$ cat config.mk
export PLATFORM = sky130hd
export DESIGN_NAME = kfl_front
export DESIGN_NICKNAME = d
export VERILOG_FILES = /design/src/sv/kfl_pkg.sv /design/src/sv/kfl_front.sv
export SDC_FILE = /design/constraint.sdc
export NUM_CORES = 1
export LEC_CHECK = 0
export BUFFER_PORTS_ARGS = -buffer_cell sky130_fd_sc_hd__buf_2
export CAP_MARGIN = 20
export CORE_MARGIN = 2
export CORE_UTILIZATION = 47
export DETAILED_ROUTE_END_ITERATION = 10
export PLACE_DENSITY = 0.78
export SYNTH_ARGS = -nofsm -noshare
export SYNTH_HDL_FRONTEND = slang
export SYNTH_SLANG_ARGS = --single-unit
export TNS_END_PERCENT = 30
$ cat constraint.sdc
create_clock -name clock -period 3.6 [get_ports clock]
set_input_delay 0 -clock clock [delete_from_list [all_inputs] [get_ports clock]]
set_output_delay 0 -clock clock [all_outputs]
set_load 0.1 [all_outputs]
$ cat src/sv/kfl_pkg.sv
`timescale 1ns / 1ps
// ----------------------------------------------------------------------------
// kfl_pkg
// shared types and constants of the keyed free list cell store
// ----------------------------------------------------------------------------
package kfl_pkg;

   localparam int Cells     = 256;
   localparam int AddrWidth = 8;
   localparam int LinkWidth = 9;
   localparam int CountWidth = 9;

   localparam logic [2:0] ACT_ALLOC = 3'd0;
   localparam logic [2:0] ACT_FREE  = 3'd1;
   localparam logic [2:0] ACT_READ  = 3'd2;
   localparam logic [2:0] ACT_WRITE = 3'd3;
   localparam logic [2:0] ACT_PROBE = 3'd4;

   localparam logic [1:0] ST_OK       = 2'd0;
   localparam logic [1:0] ST_NOTFOUND = 2'd1;
   localparam logic [1:0] ST_OOM      = 2'd2;

   localparam logic [LinkWidth-1:0] NilLink = LinkWidth'(Cells);

   typedef struct packed {
      logic [2:0]         action;
      logic [7:0]         addr;
      logic [63:0]        key;
      logic signed [31:0] value;
      logic               last_key;
   } req_type;

   typedef struct packed {
      logic [7:0]         cell_addr;
      logic [7:0]         head_addr;
      logic signed [31:0] data;
      logic [1:0]         status;
      logic               is_free;
      logic [8:0]         free_count;
      logic [8:0]         used_count;
   } rsp_type;

endpackage

$ cat src/sv/kfl_front.sv
`timescale 1ns / 1ps
// ----------------------------------------------------------------------------
// kfl_front
// input queue: takes request words and holds them for the engine
// ----------------------------------------------------------------------------
module kfl_front
   import kfl_pkg::*;
(
   input  logic    clock,
   input  logic    reset,
   input  logic    req_valid,
   output logic    req_stall,
   input  req_type req_word,
   output logic    q_valid,
   input  logic    q_take,
   output req_type q_word
);

   req_type    buf_ff [2];
   logic       wp_ff, rp_ff;
   logic [1:0] cnt_ff;
   logic       push, pop;

   assign req_stall = (cnt_ff == 2'd2);
   assign push      = req_valid && !req_stall;
   assign q_valid   = (cnt_ff != 2'd0);
   assign pop       = q_valid && q_take;
   assign q_word    = buf_ff[rp_ff];

   always_ff @(posedge clock) begin
      if (push) begin
         buf_ff[wp_ff] <= req_word;
      end
      if (reset) begin
         wp_ff  <= 1'b0;
         rp_ff  <= 1'b0;
         cnt_ff <= 2'd0;
      end else begin
         if (push) wp_ff <= !wp_ff;
         if (pop) rp_ff <= !rp_ff;
         cnt_ff <= cnt_ff + 2'(push) - 2'(pop);
      end
   end

`ifndef SYNTHESIS
   a_no_overflow: assert property (@(posedge clock) disable iff (reset)
      cnt_ff == 2'd2 |-> !push) else $error("queue overflow");
   a_no_underflow: assert property (@(posedge clock) disable iff (reset)
      cnt_ff == 2'd0 |-> !pop) else $error("queue underflow");
   a_count_range: assert property (@(posedge clock) disable iff (reset)
      cnt_ff != 2'd3) else $error("queue count out of range");
`endif

endmodule

# Word level (Yosys, flattened, before mapping)
# Memories as Yosys holds them, arrays and structs flattened. A register that Yosys moved wholly into a read port is not among the register bits.
# Cells that the tools add are included.
dict set report classes {
  addsub 2
  n_eq_ne 1
  muxes 4
  reduce_logical 6
}
# operator n
set op_table {}
lappend op_table {{1-bit 2-to-1 mux} 4}
lappend op_table {{1-bit zero test} 3}
lappend op_table {{2-bit by 1-bit adder with 2-bit output} 1}
lappend op_table {{2-bit equality test (second input constant)} 1}
lappend op_table {{1-bit logical AND} 2}
lappend op_table {{2-bit nonzero test} 1}
lappend op_table {{2-bit by 1-bit subtractor with 2-bit output} 1}
dict set report word_totals {
  regBits 4
  ram_bits 216
  inputBits 112
  word_cells 17
  mem_count 1
}
# memory depth width read_ports rd_clocked_by_memory_dff wr line_no
set memory_table {}
lappend memory_table {buf_ff 2 108 1 1 1 kfl_front.sv:19} ;# req_type buf_ff [2];

# Longest topological paths before layout
# Gate-level depths: netlist of the first run.
dict set report logic_depth {
  depth_word 5
  mapped_depth 8
}

# Worst setup path before layout of the first run
# Ideal clock, no wire load.
dict set report synth_path {
  kind {flip-flop to flip-flop}
  startpoint {register cnt_ff[0]}
  endpoint {memory buf_ff[0][0] (netlist bit), enable pin}
  setup_time_ns 0.461
  arrival_time_ns 3.425
  path_slack_ns -0.286
  path_stages_with_launch 5
  path_buffers 0
  synth_period_minus_slack_ns 3.886
  path_cell_list {dfxtp_1 -> nand2b_2 -> inv_1 -> or3_1 -> inv_1}
}
dict set report synth_via {
  elab_chain_cells 5
}
# element line_no
set synth_rtl {}
lappend synth_rtl {{from (decl)} kfl_front.sv:21} ;# logic [1:0] cnt_ff;
lappend synth_rtl {{from (signal assigned)} kfl_front.sv:41} ;# cnt_ff <= cnt_ff + 2'(push) - 2'(pop);
lappend synth_rtl {{2-bit equality test} kfl_front.sv:24} ;# assign req_stall = (cnt_ff == 2'd2);
lappend synth_rtl {{named net req_stall} kfl_front.sv:12} ;# output logic req_stall,
lappend synth_rtl {{1-bit zero test} kfl_front.sv:25} ;# assign push = req_valid && !req_stall;
lappend synth_rtl {{1-bit logical AND} kfl_front.sv:25}
lappend synth_rtl {{1-bit 2-to-1 mux} kfl_front.sv:31} ;# if (push) begin
lappend synth_rtl {{1-bit 2-to-1 mux (not written as such)} kfl_front.sv:32} ;# buf_ff[wp_ff] <= req_word;
lappend synth_rtl {{to (decl)} kfl_front.sv:19}
# The timed path passes the listed nets, and every way through them passes these cells.

==> summary.md, run 1 <==
| Metric | Value |
|---|---|
| HP Class | in -> reg |
| Min Tclk post-route | 2496 ps |
| H-tree Lvls | 1 |
| Vias per inst | 4.851 |
| Routed WL | 16160 um |
| Core area | 0.01670 mm^2 |
| Syn-to-layout area delta | 38.81% |
| Setup-failing EPs final | 0 |
| Headroom to the max-slew limit | 0.4623 |
| Max-slew violation count | 0 |
| Post-route antenna net violation count | 0 |
| Vias post-DR | 4594 |
| Fmax | 400.6 MHz |
| Setup slack, reg-to-reg | 1400 ps |
| Synth Cell Area | 0.008095 mm^2 |
| Port-buffer cells | 221 |
| Syn Inst Count | 362 |
| Die Width | 135.2 um |
| Yosys warns | 0 |
| GRT Overall Usage | 0.1702 |
| Endpoint type of the worst setup path | output pin |
| Cts bufs inserted | 23 |
| Root Driver | clkbuf_16 |
| Placement Rows | 47 |
| Iteration-0 DRC Markers | 199 |
| DIE AREA | 0.01829 mm^2 |
| Setup Crit Path Kind | reg -> out |
| Die Ht | 135.2 um |
| Static Leak | 4.284 nW |
| Initial antenna violation count | 0 |
| DP HPWL | 9473 um |
| # nets final | 826 |
| Total gr overflow | 0 |
| Initial Utilization | 0.4847 |
| Unrepaired setup endpoints after global routing | no |
| Placed Cells | 795 |
| Reg area | 0.006590 mm^2 |
| CP Data Required Time | 3600 ps |
| Clock Skew | 6.943 ps |
| Ports | 222 |
| Post-synthesis sequential area ratio | 0.8136 |
| Gpl congestion | 0.6844 |
| WL/cell | 17.07 um |
| CTS max path bufs | 3 |
| Multi-input gate area in the final layout | 0.001414 mm^2 |
| Min Hold Slack | 232.9 ps |
| Clk_lat worst skew | 480 ps |
| Max IR drop VDD | 0.0006798 V |
| Clock-pin transition on the worst setup and hold timing paths | 60 ps |
| Placement Setup Slack | 1411 ps |
| Critical-path maximum fanout | 58 |
| Share of cells above drive strength 1 | 0.5021 |
| Status | completed |
| PD cells | 847.6 mW/mm^2 |
| Post-Route Utilization | 0.6728 |
| Number of global-route vias before repair | 4909 |
| Setup bufs post-CTS | 0 |
| Syn_nets | 476 |
| Mean Syn Cell Area | 22.36 um^2 |
| Final setup TNS | 0 ps |
| Seq cells post-synth | 221 |
| Final Hold Viols | 0 |
| Synth cell types | 20 |
| Fillers | 1097 |
| Non-filler cells, final | 947 |
| Tcrit/Tclk final | 0.6934 |
| Global-route wire length before repair | 24320 um |
| Number of remaining DRC errors | 0 |
| Final worst slack | 1104 ps |
| Arr. time, crit path | 2500 ps |
| Startpoint Class | flip-flop |
| Max-cap violations | 0 |
| 1st-pass router iterations | 4 |
| Slew @ Worst Pin | 806.5 ps |
| CTS tree | built |
| CTS sink cnt | 221 |
| Largest net degree at the start of global routing | 65 |
[worst paths after layout]
kind,from,to,cells after the start
min,req_word[52],buf_ff[1][52],2
max,flip-flop,q_word[27],3
max reg2reg,cnt_ff[0],buf_ff[0][61],5
min reg2reg,wp_ff,wp_ff,2
[power by group]
part           internal, mW  switching, mW
clock                  1.17          0.878
sequential             3.19          0.158
combinational         0.845           3.28
total                  5.21           4.32
[synthesized netlist by cell type]
library cell,count,share of area
o21ai_0,1,0.00062
buf_2,8,0.0049
dfxtp_1,5,0.012
or2_2,1,0.00077
nand2b_2,1,0.0011
a21oi_1,1,0.00062
or3_1,1,0.00077
xor2_1,1,0.0011
edfxtp_1,216,0.80
nor2_1,3,0.0014
mux2_2,88,0.12
buf_6,4,0.0056
inv_1,4,0.0019
ha_1,2,0.0031
xnor2_1,2,0.0022
nand2_1,1,0.00046
and3_1,1,0.00077
nor2b_1,1,0.00077
mux2_4,20,0.037
o21a_1,1,0.00093
[flip-flops by register name, indices dropped and copies added (netlist names), named ones only]
name / flops
buf_ff: 216
cnt_ff: 2
rp_ff: 1
wp_ff: 1
[area by class of cell]
| cell class | instances | share of cell area |
|---|---|---|
| flip-flops and latches | 221 | 0.5865 |
| repair buffers | 337 | 0.2042 |
| multi-input cells | 125 | 0.1258 |
| clock buffers | 30 | 0.05356 |
| well taps | 220 | 0.02450 |
| clock inverters | 8 | 0.003340 |
| inverters | 4 | 0.001670 |
| diodes | 2 | 0.0004454 |
[placed cells by master, fill, tap and decap left out, drive strengths merged, types with 3 or more instances in the layout]
master	instances
dfxtp	5
clkinv	8
buf	225
dlygate4sd3	112
inv	3
edfxtp	216
nor2	3
mux2	108
clkbuf	30
[layer usage]
layer	GRT usage	wire length, um	up-vias
li1	-	-	2130
met1	0.1892	6062	2257
met2	0.3195	8663	172
met4	0.06076	399	0
met5	0	0	-
met3	0.03816	1036	35
[metrics by stage]
step                cell area (um^2)  total power, mW
CTS                            11230            9.588
global placement                9472            7.381
finish                         11240            9.524
floorplan                       8099            6.890
global route                   11230            9.815
detailed placement              9472            7.433
[worst max-delay path, cell delays in order (launching register included)]
cell     delay, ps
dfxtp_4        850
buf_12         370
mux2_2         380
buf_2          290
[kinds of logic after synthesis]
group | after synthesis | synth area share
AND/OR/NAND/NOR | 9 | 0.006029
AO/OA/AOI/OAI | 3 | 0.002163
XOR/XNOR | 3 | 0.003246
multiplexers | 108 | 0.1595
adder cells (fa/ha/maj) | 2 | 0.003091
buffers and inverters | 16 | 0.01236
flip-flops | 221 | 0.8136
[repair_timing]
action                    4_1_cts  5_1_grt
resized for setup               0        0
hold buffers                  112        0
hold endpoints to repair      221        0
No activity file was read; power rests on OpenSTA's default activity.
==> inputs of run 2 (changes only) <==
ABC_AREA = 1   (was unset)
CORE_UTILIZATION = 50   (was 47)
PLACE_DENSITY = 0.79   (was 0.78)
clock period = 2.4 ns   (was 3.6 ns; I/O delays follow)
==> summary.md, run 2 <==
| Metric | Value |
|---|---|
| CP delay by family, top | flip-flops |
| Die Width | 131.4 um |
| Placed Cells | 811 |
| Critical R2R Launch | cnt_ff[0] |
| Static Leak | 4.368 nW |
| HP Class | in -> reg |
| Detailed-routed wire length on met3 | 1193 um |
| Max IR drop VDD | 0.001077 V |
| Port-buffer cells | 221 |
| WL/cell | 17.84 um |
| Headroom to the max-slew limit | 0.5835 |
| Critical-path maximum fanout | 33 |
| Instance area at placement | 0.009555 mm^2 |
| Largest regs | buf_ff: 216 flops, cnt_ff: 2 flops |
| Share of the synthesized area in the top cell type | 0.7998 |
| Fmax | 466.3 MHz |
| Root Driver | clkbuf_16 |
| Synth Cell Area | 0.008110 mm^2 |
| Slew @ Worst Pin | 624.7 ps |
| Top cells by area, synth | edfxtp_1 80%, mux2_2 12%, mux2_4 3.7% |
| Number of remaining DRC errors | 0 |
| Final Hold Viols | 0 |
| Number of global-route vias before repair | 5288 |
| Clock-pin transition on the worst setup and hold timing paths | 60 ps |
| Wire length on met2 | 9021 um |
| DP HPWL | 10300 um |
| Top_reg_cell synth | edfxtp_1 |
| Crit path largest cell delay | 690 ps |
| Post-synth top cells | 216 x edfxtp_1, 88 x mux2_2, 20 x mux2_4, 9 x inv_1, 9 x nor2_1 |
| Worst Setup EP | q_word[69] |
| ANT cells | 0 |
| FF-to-FF path depth | 5 |
| Routed WL | 17160 um |
| Syn_nets | 488 |
| Synth cell types | 12 |
| Leading area contributor after synthesis | edfxtp_1 |
| Startpoint Class | flip-flop |
| Min Tclk post-route | 2144 ps |
| Placement Setup Slack | 772.7 ps |
| Most common cell in the synthesized netlist | edfxtp_1 |
| Biggest register | buf_ff |
| Global-route wire length before repair | 26960 um |
| Gpl congestion | 0.7324 |
| Tcrit/Tclk final | 0.8935 |
| FF-to-FF End | buf_ff[1][50] |
| Post-synth ARST share | 0 |
| Post-route antenna net violation count | 0 |
| Clock Skew | 20.18 ps |
| Number of enable flip-flop cells after synthesis | 216 |
| Initial Utilization | 0.5106 |
| Syn-to-layout area delta | 39.80% |
| DR top layer | met4 |
| 1st-pass router iterations | 4 |
| Unrepaired setup endpoints after global routing | no |
| Largest net degree at the start of global routing | 77 |
| Critical path cell sequence | buf_4 -> mux2_2 -> buf_2 |
| Vias per inst | 4.912 |
| Arr. time, crit path | 2140 ps |
| Max-slew violation count | 0 |
| Setup Crit Path Kind | reg -> out |
| CTS tree | built |
| Placement Rows | 46 |
| Max-cap violations | 0 |
| Iteration-0 DRC Markers | 218 |
| Post-synthesis sequential area ratio | 0.8121 |
| Endpoint type of the worst setup path | output pin |
| Status | completed |
| CTS max path bufs | 3 |
| CTS sink cnt | 221 |
| Share of cells above drive strength 1 | 0.5067 |
| Core area | 0.01589 mm^2 |
| # nets final | 844 |
| Total gr overflow | 0 |
| Vias post-DR | 4725 |
| Initial antenna violation count | 0 |
| Yosys warns | 0 |
| Cts bufs inserted | 22 |
| Setup slack, reg-to-reg | 760 ps |
| Final setup TNS | 0 ps |
| CP Data Required Time | 2400 ps |
| Seq cells post-synth | 221 |
| PD cells | 1296 mW/mm^2 |
| Setup-failing EPs final | 0 |
| Largest register FFs | 216 |
| Commonest non-fill, non-tap cell in the layout | buf_2 |
| Worst path depth | 3 |
| DIE AREA | 0.01726 mm^2 |
| Die Ht | 131.4 um |
| Clk_lat worst skew | 490 ps |
| GRT Overall Usage | 0.1970 |
| Most frequent cells in the layout | 221 x buf_2, 216 x edfxtp_1, 111 x dlygate4sd3_1, 88 x mux2_2, 23 x clkbuf_16 |
| Non-filler cells, final | 962 |
| DRT met1 WL | 6476 um |
| Min Hold Slack | 225.9 ps |
| CP bufs+invs | 2 |
| H-tree Lvls | 1 |
| Ports | 222 |
| Final instance area | 0.01134 mm^2 |
| Final worst slack | 255.7 ps |
| Slowest cell on the critical path | dfxtp_4 |
| Mean Syn Cell Area | 21.69 um^2 |
| Syn Inst Count | 374 |
-- run 2: worst min-delay path by stage --
stage / startpoint / to / slack [ps] / cells after the start
after floorplan: reset / cnt_ff[0] / 60 / 1
after global placement: reset / cnt_ff[0] / 160 / 2
after detailed placement: reset / cnt_ff[0] / 180 / 2
after CTS: reset / cnt_ff[0] / 190 / 3
after global routing: req_word[50] / buf_ff[1][50] / 230 / 2
final: reset / cnt_ff[0] / 230 / 3
-- run 2: final cells by class --
| type | count | area (um^2) |
|---|---|---|
| Clock buffer | 29 | 598.1 |
| Clock inverter | 11 | 73.82 |
| Fill cell | 979 | 4547 |
| Inverter | 9 | 37.54 |
| Multi-Input combinational cell | 132 | 1423 |
| Sequential cell | 221 | 6591 |
| Tap cell | 216 | 270.3 |
| Timing Repair Buffer | 344 | 2345 |
-- run 2: repair_timing --
| action | 4_1_cts | 5_1_grt |
|---|---|---|
| resized for setup | 0 | 0 |
| buffers inserted | 0 | 0 |
| endpoints found under the hold margin | 221 | 0 |
| hold buffers | 111 | 0 |
-- run 2: logic make-up after synthesis --
group                    after synthesis  share of synthesized area
buffers and inverters                 21                    0.01466
AO/OA/AOI/OAI                          2                   0.001234
AND/OR/NAND/NOR                       20                   0.009719
flip-flops                           221                     0.8121
multiplexers                         108                     0.1592
adder cells (fa/ha/maj)                2                   0.003085
-- run 2: power by group --
group | switching (mW) | internal [mW]
Sequential | 0.220 | 4.89
Combinational | 5.12 | 1.29
Clock | 1.32 | 1.86
Total | 6.66 | 8.04
-- run 2: tightest hold or removal path: stages --
cell and delay [ps]:
dlygate4sd3_1 530, buf_2 120, nor2_1 40
-- run 2: per-layer routing --
metal | global-route usage | vias up
li1 | - | 2180
met1 | 0.2191 | 2304
met2 | 0.3673 | 199
met3 | 0.05324 | 42
met4 | 0.06099 | 0
met5 | 0 | -
-- run 2: through the flow --
stage	power, mW	utilization
final	14.70	0.7138
after global routing	15.17	0.7138
after CTS	14.75	0.7138
after detailed placement	11.44	0.6015
after global placement	11.34	0.6015
after floorplan	10.50	-
==> inputs of run 3 (changes only) <==
ABC_AREA = unset   (was 1)
==> summary.md, run 3 (same netlist as run 1, synthesis figures left out) <==
| Metric | Value |
|---|---|
| Hold buffer count at CTS | 112 |
| Setup-failing EPs final | 0 |
| CP Data Required Time | 2400 ps |
| Initial Utilization | 0.5115 |
| Number of remaining DRC errors | 0 |
| Max IR drop VDD | 0.001034 V |
| CTS max path bufs | 3 |
| Headroom to the max-slew limit | 0.6556 |
| Static Leak | 4.335 nW |
| # nets final | 830 |
| Die Width | 131.2 um |
| Die Ht | 131.2 um |
| Share of cells above drive strength 1 | 0.5144 |
| DP HPWL | 9853 um |
| CTS sink cnt | 221 |
| Clk_lat worst skew | 500 ps |
| Largest register FFs | 216 |
| GRT Overall Usage | 0.1921 |
| Critical-path maximum fanout | 32 |
| Number of global-route vias before repair | 5217 |
| Clock-pin transition on the worst setup and hold timing paths | 60 ps |
| CTS tree | built |
| Final Hold Viols | 0 |
| Setup bufs post-CTS | 0 |
| Max-slew violation count | 0 |
| Vias post-DR | 4635 |
| Max-cap violations | 0 |
| Initial antenna violation count | 0 |
| Iteration-0 DRC Markers | 258 |
| Largest net degree at the start of global routing | 59 |
| Fillers | 965 |
| Reg area | 0.006593 mm^2 |
| Tcrit/Tclk final | 0.8997 |
| Arr. time, crit path | 2160 ps |
| Most frequent cells in the layout | 221 x buf_2, 216 x edfxtp_1, 112 x dlygate4sd3_1, 88 x mux2_2, 23 x clkbuf_16 |
| Cts bufs inserted | 23 |
| WL/cell | 17.45 um |
| Fmax | 463.1 MHz |
| Status | completed |
| Core area | 0.01583 mm^2 |
| Clock Skew | 14.60 ps |
| Multi-input gate area in the final layout | 0.001424 mm^2 |
| Gpl congestion | 0.7169 |
| Port-buffer cells | 221 |
| Unrepaired setup endpoints after global routing | no |
| Largest regs | buf_ff: 216 flops, cnt_ff: 2 flops |
| Post-cts resize count | 0 |
| Routed WL | 16530 um |
| PD cells | 1279 mW/mm^2 |
| Placement Rows | 46 |
| Commonest non-fill, non-tap cell in the layout | buf_2 |
| Total gr overflow | 0 |
| Slew @ Worst Pin | 520.2 ps |
| HP Class | in -> reg |
| Ports | 222 |
| Endpoint type of the worst setup path | output pin |
| 1st-pass router iterations | 4 |
| Syn-to-layout area delta | 40.23% |
| Post-route antenna net violation count | 0 |
| Final setup TNS | 0 ps |
| ANT cells | 0 |
| Vias per inst | 4.894 |
| Startpoint Class | flip-flop |
| DIE AREA | 0.01722 mm^2 |
| Min Hold Slack | 221.6 ps |
| Biggest register | buf_ff |
| Setup Crit Path Kind | reg -> out |
| Min Tclk post-route | 2159 ps |
| Root Driver | clkbuf_16 |
| H-tree Lvls | 1 |
| Global-route wire length before repair | 26250 um |
[run 3: per-stage QoR]
stage	instance area, um^2	util	setup slack, ps	std cells	total power [mW]
after floorplan	8117	-	-583.8	362	10.34
after global placement	9550	0.6034	703.5	795	11.14
after detailed placement	9550	0.6034	639.1	795	11.24
after CTS	11350	0.7172	190.1	947	14.59
after global routing	11350	0.7172	145.5	947	14.96
final	11350	0.7172	240.7	947	14.52
[run 3: critical path, cell delays in order, from the launching register on]
cell and delay [ps]:
dfxtp_4 650, buf_4 330, mux2_2 370, buf_2 290
[run 3: power breakdown]
group          leakage [nW]  switching [mW]  internal (mW)
clock network         0.336            1.36           1.85
logic                  1.94            5.00           1.33
registers              2.06           0.190           4.79
[run 3: cell type report]
type                    count  area share
well taps                 216     0.02381
multi-input cells         125      0.1254
flip-flops and latches    221      0.5807
clock buffers              26     0.05169
repair buffers            341      0.2081
inverters                   4    0.001984
clock inverters            14    0.008266
[run 3: per-layer routing]
metal,wire [um],global-route usage
met2,8772,0.3602
met1,6110,0.2109
met4,546,0.06220
met3,1096,0.05170
met5,0,0
[run 3: final timing paths]
| kind | startpoint | to | slack [ps] | cells after the start |
|---|---|---|---|---|
| hold reg to reg | wp_ff | wp_ff | 500 | 2 |
| hold / removal | req_word[68] | buf_ff[1][68] | 220 | 2 |
| setup / recovery | flip-flop | q_word[38] | 240 | 3 |
| setup reg to reg | cnt_ff[0] | buf_ff[0][37] | 640 | 5 |
